<file path="src/hw/rtl/ssmv_pkg.sv">
// ----------------------------------------------------------------------------
// ssmv_pkg: shared types and helpers of the sliced sparse matrix-vector product
// Beat layouts, operation codes, control records and the saturating add used
// by the lane accumulators and the lane merge.
// ----------------------------------------------------------------------------
package ssmv_pkg;

  // Default configuration
  localparam int LANES_DEF       = 4;
  localparam int MAX_COLUMNS_DEF = 4096;
  localparam int MAX_ROWS_DEF    = 4096;

  // Lanes carried by one input beat
  localparam int IN_LANES = 4;

  // Field widths
  localparam int OP_W   = 3;
  localparam int VAL_W  = 32;
  localparam int COL_W  = 12;
  localparam int ROW_W  = 12;
  localparam int LIVE_W = 3;
  localparam int ACC_W  = 64;
  localparam int Y_W    = 48;
  localparam int FRAC_SHIFT = 16;

  // Sorted row position, wide enough for the largest row store plus one
  localparam int POS_W = 17;

  // Result records buffered ahead of the emitter
  localparam int FIFO_DEPTH = 8;

  typedef enum logic [OP_W-1:0] {
    OP_START    = 3'd0,
    OP_LOAD_X   = 3'd1,
    OP_LOAD_MAP = 3'd2,
    OP_CROSS    = 3'd3,
    OP_IN_ROW   = 3'd4
  } ssmv_op_t;

  typedef struct packed {
    logic [OP_W-1:0]         operation;
    logic signed [VAL_W-1:0] val_lane0;
    logic signed [VAL_W-1:0] val_lane1;
    logic signed [VAL_W-1:0] val_lane2;
    logic signed [VAL_W-1:0] val_lane3;
    logic [COL_W-1:0]        col_lane0;
    logic [COL_W-1:0]        col_lane1;
    logic [COL_W-1:0]        col_lane2;
    logic [COL_W-1:0]        col_lane3;
    logic                    block_end;
    logic [LIVE_W-1:0]       live_rows;
  } ssmv_in_t;

  typedef struct packed {
    logic [ROW_W-1:0]      row;
    logic signed [Y_W-1:0] y_value;
    logic                  last;
  } ssmv_out_t;

  // Per-lane accumulator control
  typedef struct packed {
    logic clr;   // zero the accumulator
    logic acc;   // add this beat's product
    logic fin;   // block end: snapshot the sum and zero the accumulator
  } ssmv_lane_ctl_t;

  // One event headed for the emitter: a row map write or a finished block
  typedef struct packed {
    logic              mapw;
    logic              in_row;
    logic [LIVE_W-1:0] count;
    logic [POS_W-1:0]  base;
    logic [COL_W-1:0]  map_pos;
    logic [ROW_W-1:0]  map_raw;
  } ssmv_ctl_t;

  // Add two accumulator values, clamping at the signed limits
  function automatic logic signed [ACC_W-1:0] sat_add(
    input logic signed [ACC_W-1:0] a,
    input logic signed [ACC_W-1:0] b
  );
    logic signed [ACC_W-1:0] s;
    s = a + b;
    if (a[ACC_W-1] == b[ACC_W-1] && s[ACC_W-1] != a[ACC_W-1]) begin
      s = a[ACC_W-1] ? {1'b1, {(ACC_W-1){1'b0}}} : {1'b0, {(ACC_W-1){1'b1}}};
    end
    return s;
  endfunction

endpackage

</file>
<file path="src/hw/rtl/ssmv_merge.sv">
// ----------------------------------------------------------------------------
// ssmv_merge: lane merge pipeline
// Adds the lane sums in lane order, one saturating add per stage, for in-row
// blocks. Lane sums ride along for cross-row blocks and map writes pass by.
// ----------------------------------------------------------------------------
module ssmv_merge #(
  parameter int NL = 4
) (
  input  logic                               clk,
  input  logic                               rst_n,
  input  logic                               in_v,
  input  ssmv_pkg::ssmv_ctl_t                in_ctl,
  input  logic signed [ssmv_pkg::ACC_W-1:0]  snap [NL],
  output logic                               out_v,
  output ssmv_pkg::ssmv_ctl_t                out_ctl,
  output logic signed [ssmv_pkg::ACC_W-1:0]  out_sums [NL],
  output logic [$clog2(NL)-1:0]              inflight
);

  localparam int NS = NL - 1;

  logic [NS-1:0]                     v_r;
  ssmv_pkg::ssmv_ctl_t               ctl_r  [NS];
  logic signed [ssmv_pkg::ACC_W-1:0] part_r [NS];
  logic signed [ssmv_pkg::ACC_W-1:0] sums_r [NS][NL];

  // Stage valids
  always_ff @(posedge clk) begin
    if (!rst_n) begin
      v_r <= '0;
    end else begin
      for (int j = 0; j < NS; j++) begin
        v_r[j] <= (j == 0) ? in_v : v_r[(j == 0) ? 0 : j-1];
      end
    end
  end

  // Stage payload: stage j folds in lane j+1
  always_ff @(posedge clk) begin
    for (int j = 0; j < NS; j++) begin
      if (j == 0) begin
        ctl_r[j]  <= in_ctl;
        part_r[j] <= ssmv_pkg::sat_add(snap[0], snap[1]);
        sums_r[j] <= snap;
      end else begin
        ctl_r[j]  <= ctl_r[j-1];
        part_r[j] <= ssmv_pkg::sat_add(part_r[j-1], sums_r[j-1][j+1]);
        sums_r[j] <= sums_r[j-1];
      end
    end
  end

  // In-row blocks report the merged total in lane 0
  always_comb begin
    for (int i = 0; i < NL; i++) begin
      out_sums[i] = sums_r[NS-1][i];
    end
    if (ctl_r[NS-1].in_row) begin
      out_sums[0] = part_r[NS-1];
    end
  end

  assign out_v    = v_r[NS-1];
  assign out_ctl  = ctl_r[NS-1];
  assign inflight = ($clog2(NL))'($countones(v_r));

endmodule

</file>
<file path="config.mk">
export PLATFORM = sky130hd
export DESIGN_NAME = ssmv_merge
export DESIGN_NICKNAME = d
export VERILOG_FILES = /design/src/hw/rtl/ssmv_pkg.sv /design/src/hw/rtl/ssmv_merge.sv
export SDC_FILE = /design/constraint.sdc
export NUM_CORES = 1
export LEC_CHECK = 0
export ABC_AREA = 1
export BUFFER_PORTS_ARGS = -buffer_cell sky130_fd_sc_hd__buf_2
export CELL_PAD_IN_SITES_DETAIL_PLACEMENT = 0
export CELL_PAD_IN_SITES_GLOBAL_PLACEMENT = 1
export CORE_MARGIN = 8
export CORE_UTILIZATION = 40
export DETAILED_ROUTE_END_ITERATION = 8
export PLACE_DENSITY = 0.77
export RECOVER_POWER = 50
export SLEW_MARGIN = 25
export SYNTH_ARGS = -nofsm -noshare
export SYNTH_HDL_FRONTEND = slang
export SYNTH_SLANG_ARGS = --single-unit
</file>
<file path="constraint.sdc">
create_clock -name clk -period 2.3 [get_ports clk]
set_clock_uncertainty 0.05 [all_clocks]
set_input_delay 0.345 -clock clk [delete_from_list [all_inputs] [get_ports clk]]
set_output_delay 0.345 -clock clk [all_outputs]
set_load 0.01 [all_outputs]
</file>
==> results.json, run 1 <==
{
  "status": "finished with violations",
  "violations": "negative setup slack",
  "gp_congestion": 0.942,
  "wl_per_cell_um": 18.3,
  "busiest_layer": "met2",
  "crit_fanout": 7,
  "final.period_utilization_pct": 103,
  "synth-edff-count": 0,
  "cts_buffer_depth": 3,
  "nNetsFinal": 7529,
  "drv_cap": 0,
  "ctsHtreeMaxLevel": 3,
  "die_h_um": 346,
  "rows": 121,
  "grt_util_all_layers_pct": 24.6,
  "path_class": "reg -> reg",
  "post-route-min-period_ns": 2.36,
  "cts_sinks": 1101,
  "numCtsBuffers": 106,
  "dp.cells": 7959,
  "clkTransAtPathRegs_ns": 0.06,
  "layout-drive-gt1-share_pct": 32.5,
  "ys_top_cells_by_count": "1975 x nand2_1, 1101 x dfxtp_1, 962 x inv_1, 283 x nor2_1, 239 x buf_4",
  "vias": 37700,
  "clock_latency_ns": 0.70,
  "synth_flop_cell": "dfxtp_1",
  "cts_tree": "done",
  "muxShareOfSynthArea_pct": 1.66,
  "ioPinCount": 610,
  "regToRegStartpoint": "sums_r[0][104]$_DFF_P_",
  "grt_pass1_wl_um": 226000,
  "area_growth_syn_to_layout_pct": 45.3,
  "synthCells": 5520,
  "rsz0062_at_grt": "true",
  "antenna_found_initial": 19,
  "leakage_nw": 33.1,
  "power.total_w": 0.0680,
  "drtPass1Iterations": 6,
  "globalRouteMet2Util_pct": 43.8,
  "p_int_w": 0.0445,
  "dieArea_mm2": 0.120,
  "fp.coreArea_mm2": 0.108,
  "root_buffer": "clkbuf_16",
  "synth_top_area_share_pct": 50.6,
  "power_density_mw_per_mm2": 1080,
  "port_buffers": 609,
  "synthXorXnorAreaFrac_pct": 1.87,
  "hold_class": "in -> reg",
  "start_util_pct": 40.2,
  "synth_fa_ha_area_share_pct": 5.62,
  "clockPowerShare_pct": 27.1,
  "combPwrFrac_pct": 38.8,
  "whs_ns": 0.198,
  "syn-cell-area_mm2": 0.0435,
  "ir_worst_vdd_uv": 693,
  "synth_compound_area_share_pct": 3.82,
  "fin_cells": 8540,
  "cp-start-kind": "flip-flop",
  "setup_viol": 39,
  "switching_share_pct": 34.5,
  "grt_pass1_vias": 38500,
  "vias_per_cell": 4.42,
  "drtIter0Drc": 1705,
  "critPathArrivalTime_ns": 2.96,
  "p_switching_w": 0.0235,
  "cp-startpoint": "sums_r[0][104]$_DFF_P_",
  "antenna_left": 0,
  "cp.required_ns": 2.90,
  "async_flop_share_pct": 0,
  "wl_um": 156000,
  "n_fill_cell": 9608,
  "synth-simple-area-share_pct": 23.2,
  "yosys-top-cells-area": "dfxtp_1 51%, nand2_1 17%, inv_1 8.3%",
  "avgSynthCellArea_um2": 7.89,
  "use_met3_pct": 3.70,
  "synth.yosys.warnings": 0,
  "clock.fmax_mhz": 424,
  "met1_usage_pct": 29.8,
  "synth_top_family_by_area": "simple AND/OR/NAND/NOR gates",
  "critPathCaptureType": "flip-flop",
  "worst_slack_ns": -0.0599,
  "final_hold_viol_count": 0,
  "yosys_register_bits": 1101,
  "dp_hpwl_um": 122000,
  "hp-start": "snap[224]",
  "slew-limit-headroom_pct": 53.0,
  "grt.overflow.total": 0,
  "slew_viol_final": 0,
  "syn_nets": 6018,
  "yosysTopAreaCell": "dfxtp_1",
  "ys_seq_area_share_pct": 50.6,
  "drc": 0,
  "yosysMostFrequentCell": "nand2_1",
  "synth_cell_type_count": 38,
  "tightest_slew_ns": 0.703,
  "die_x_um": 346,
  "power_frac_seq_pct": 34.0,
  "grt_max_degree": 46
}
==> timing repair <==
item | in CTS | in global routing
hold buffers | 305 | 0
pin swaps | 45 | 98
resized for setup | 281 | 620
setup buffers | 27 | 23
endpoints found under the setup margin | 191 | 244
gates cloned | 7 | 20
hold endpoints to repair | 306 | 0
==> power by group through the flow <==
stage	clock network [W]	logic (W)	registers, W
after floorplan	0	0.0122	0.0222
after global placement	0	0.0214	0.0231
after detailed placement	0	0.0215	0.0231
after CTS	0.0187	0.0234	0.0228
after global routing	0.0196	0.0288	0.0232
final	0.0185	0.0264	0.0232
==> layout make-up <==
type	count	area (µm²)	share of cell area, %
Sequential cell	1101	22300	35.2
Clock inverter	54	733	1.16
Clock buffer	139	3020	4.78
Inverter	972	3660	5.78
Antenna cell	10	25.0	0.0396
Multi-Input combinational cell	3169	18900	29.9
Tap cell	1414	1770	2.80
Timing Repair Buffer	1681	12800	20.3
==> metal layers <==
layer	wire (µm)	share of wire [%]
met1	66600	43
met2	76700	49
met3	6670	4.3
met4	6240	4.0
met5	0	0
==> logic make-up after synthesis <==
family	after synthesis
AND/OR/NAND/NOR	2536
XOR/XNOR	93
adder cells (fa/ha/maj)	193
multiplexers	64
flip-flops	1101
AO/OA/AOI/OAI	281
buffers and inverters	1252
==> worst paths after layout <==
check | to | slack, ns | depth (start not counted)
min reg2reg | ctl_r[0][100]$_DFF_P_ | 0.25 | 0
min | part_r[0][32]$_DFF_P_ | 0.20 | 6
max | part_r[0][117]$_DFF_P_ | -0.06 | 15
max reg2reg | part_r[0][117]$_DFF_P_ | -0.06 | 15
==> sequential cells by signal, summed over array words and instances (netlist names) <==
signal,count
sums_r,768
v_r,3
part_r,192
ctl_r,138
==> critical path, cell delays in order, from the launching register on <==
cell and delay [ns]:
dfxtp_4 0.37, ha_4 0.28, nand2_2 0.08, nor2_4 0.12
inv_2 0.06, nor2_4 0.10, buf_4 0.12, nand2_2 0.07
nor4_4 0.18, nand2_4 0.12, nand2_4 0.10, buf_6 0.13
nand2_8 0.11, buf_12 0.19, clkbuf_16 0.15, nand2_2 0.05
==> through the flow <==
step                setup TNS (ns)  util [%]  setup slack (ns)  cell area (µm²)
detailed placement          -35.15      47.7            -0.344            51700
global placement            -35.05      47.7            -0.365            51700
finish                       -1.05      58.3           -0.0599            63200
CTS                          -1.46      55.5            -0.104            60200
global route                 -6.47      58.3            -0.125            63200
floorplan                        0         -             0.250            43500
==> placed cells by master (no fill, tap or decap), types with 92 or more instances in the layout <==
cell | netlist | layout
inv_1 | 962 | 944
nand2_1 | 1975 | 1749
buf_2 | 15 | 480
dfxtp_2 | 0 | 92
nand2_2 | 23 | 210
clkbuf_16 | 0 | 126
dlygate4sd3_1 | 0 | 305
buf_4 | 239 | 699
ha_4 | 0 | 98
clkbuf_1 | 7 | 100
dfxtp_1 | 1101 | 982
nor2_1 | 283 | 219
nand3_1 | 144 | 122
(Power assumes the default switching activity.)
==> run 2, diff against run 1 <==
- SKIP_CTS_REPAIR_TIMING: not set -> 1
==> results.json, run 2 (synthesis results as in run 1) <==
{
  "grt_pass1_wl_um": 210000,
  "clkTransAtPathRegs_ns": 0.07,
  "layout-drive-gt1-share_pct": 28.4,
  "leakage_nw": 32.7,
  "status": "finished with violations",
  "drtPass1Iterations": 8,
  "final_common_cell": "nand2_1",
  "grt.overflow.total": 0,
  "cpPeakStageDelay_ns": 0.36,
  "numCtsBuffers": 106,
  "hold_class": "in -> reg",
  "cp_cell_sequence": "ha_1 > nand2_1 > inv_1 > nand2_1 > nand2_1 > a21oi_1 > nand2_2 > nand2_2 > nand2_4 > nand2_4 > nand2_4 > nor2_4 > buf_12 > buf_6 > o21ai_2",
  "fp.coreArea_mm2": 0.108,
  "fin_util_pct": 56.7,
  "antenna_found_initial": 21,
  "die_x_um": 346,
  "critPathArrivalTime_ns": 2.89,
  "tightest_slew_ns": 0.896,
  "slew_viol_final": 0,
  "post-route-min-period_ns": 2.36,
  "drtIter0Drc": 1767,
  "layout_common_cells": "1870 x nand2_1, 1030 x dfxtp_1, 953 x inv_1",
  "slew-limit-headroom_pct": 40.0,
  "area_growth_syn_to_layout_pct": 41.2,
  "dieArea_mm2": 0.120,
  "top_regs": "sums_r: 768 flops, part_r: 192 flops, ctl_r: 138 flops",
  "critPathCaptureType": "flip-flop",
  "rsz0062_at_grt": "true",
  "slowest_stage": "dfxtp_1",
  "antenna_left": 0,
  "cp.required_ns": 2.83,
  "grt_util_all_layers_pct": 23.0,
  "violations": "negative setup slack",
  "drv_cap": 0,
  "setup_tns_ns": -1.24,
  "start_util_pct": 40.2,
  "setup_viol": 52,
  "nNetsFinal": 7499,
  "cts_tree": "done",
  "clock_latency_ns": 0.71,
  "rows": 121,
  "cts_buffer_depth": 3,
  "die_h_um": 346,
  "cp-start-kind": "flip-flop",
  "grt_pass1_vias": 35600,
  "root_buffer": "clkbuf_16",
  "regMostFlops": "sums_r",
  "vias_per_cell": 4.39,
  "ioPinCount": 610,
  "vias": 37300,
  "wl_um": 154000,
  "worst_slack_ns": -0.0551,
  "largest_reg_flops": 768,
  "ctsHtreeMaxLevel": 3,
  "path_class": "reg -> reg",
  "gp_congestion": 0.942,
  "power_density_mw_per_mm2": 1080,
  "final.period_utilization_pct": 102,
  "port_buffers": 609,
  "wl_per_cell_um": 18.1,
  "clock.fmax_mhz": 425,
  "drc": 0,
  "grt_max_degree": 50,
  "ir_worst_vdd_uv": 701,
  "cts_sinks": 1101,
  "crit_fanout": 7,
  "dp_hpwl_um": 122000,
  "final_hold_viol_count": 0
}
## run 2: changes by cell type in the layout (fill, tap and decap cells not counted), moves of 19 or more
cell	previous run	this run
buf_4	699	680
dfxtp_1	982	1030
dfxtp_2	92	60
ha_1	90	130
ha_4	98	59
nand2_1	1749	1870
nand2_2	210	116
nand2_4	42	13
## run 2: cell type report
class	count	area, µm²
Tap cell	1414	1770
Sequential cell	1101	22200
Clock buffer	139	3020
Antenna cell	9	22.5
Inverter	972	3660
Clock inverter	54	733
Multi-Input combinational cell	3169	17700
Fill cell	9838	46900
Timing Repair Buffer	1651	12400
## run 2: power breakdown
part           switching, W  total, W  internal [W]
clock network       0.00757    0.0184        0.0108
registers           0.00156    0.0230        0.0214
logic                0.0136    0.0250        0.0114
## run 2: per-stage QoR
step                      cell area, µm²  worst slack, ns  instances  hold slack [ns]  total power (W)
after floorplan                    43500            0.250       5520            0.260           0.0344
after global placement             51700           -0.365       7959            0.260           0.0444
after detailed placement           51700           -0.344       7959            0.262           0.0446
after CTS                          55400           -0.350       8152           -0.366           0.0630
after global routing               61500           -0.151       8504           0.0567           0.0700
final                              61500          -0.0551       8509           0.0460           0.0664
## run 2: worst paths after layout
kind                         startpoint                     to  slack (ns)  cells past startpoint
hold / removal                snap[192]   part_r[0][0]$_DFF_P_        0.05                      4
setup reg to reg  sums_r[0][78]$_DFF_P_  part_r[0][89]$_DFF_P_       -0.06                     15
hold reg to reg    ctl_r[0][54]$_DFF_P_  ctl_r[0][100]$_DFF_P_        0.25                      0
setup / recovery  sums_r[0][78]$_DFF_P_  part_r[0][89]$_DFF_P_       -0.06                     15
## run 2: critical path, delay by kind of cell (launching register included)
kind | cells | cell delay, ns
AO/OA/AOI/OAI | 2 | 0.22
buffers and inverters | 3 | 0.34
AND/OR/NAND/NOR | 9 | 0.91
flip-flops | 1 | 0.36
adder cells (fa/ha/maj) | 1 | 0.36
## run 2: layer usage
metal,part of all wire (%),up-vias,track usage [%]
met5,0.0084,-,0
met4,4.2,2,7.50
met3,4.8,291,3.80
met2,48,932,40.2
met1,42,16800,28.7
li1,-,19300,-
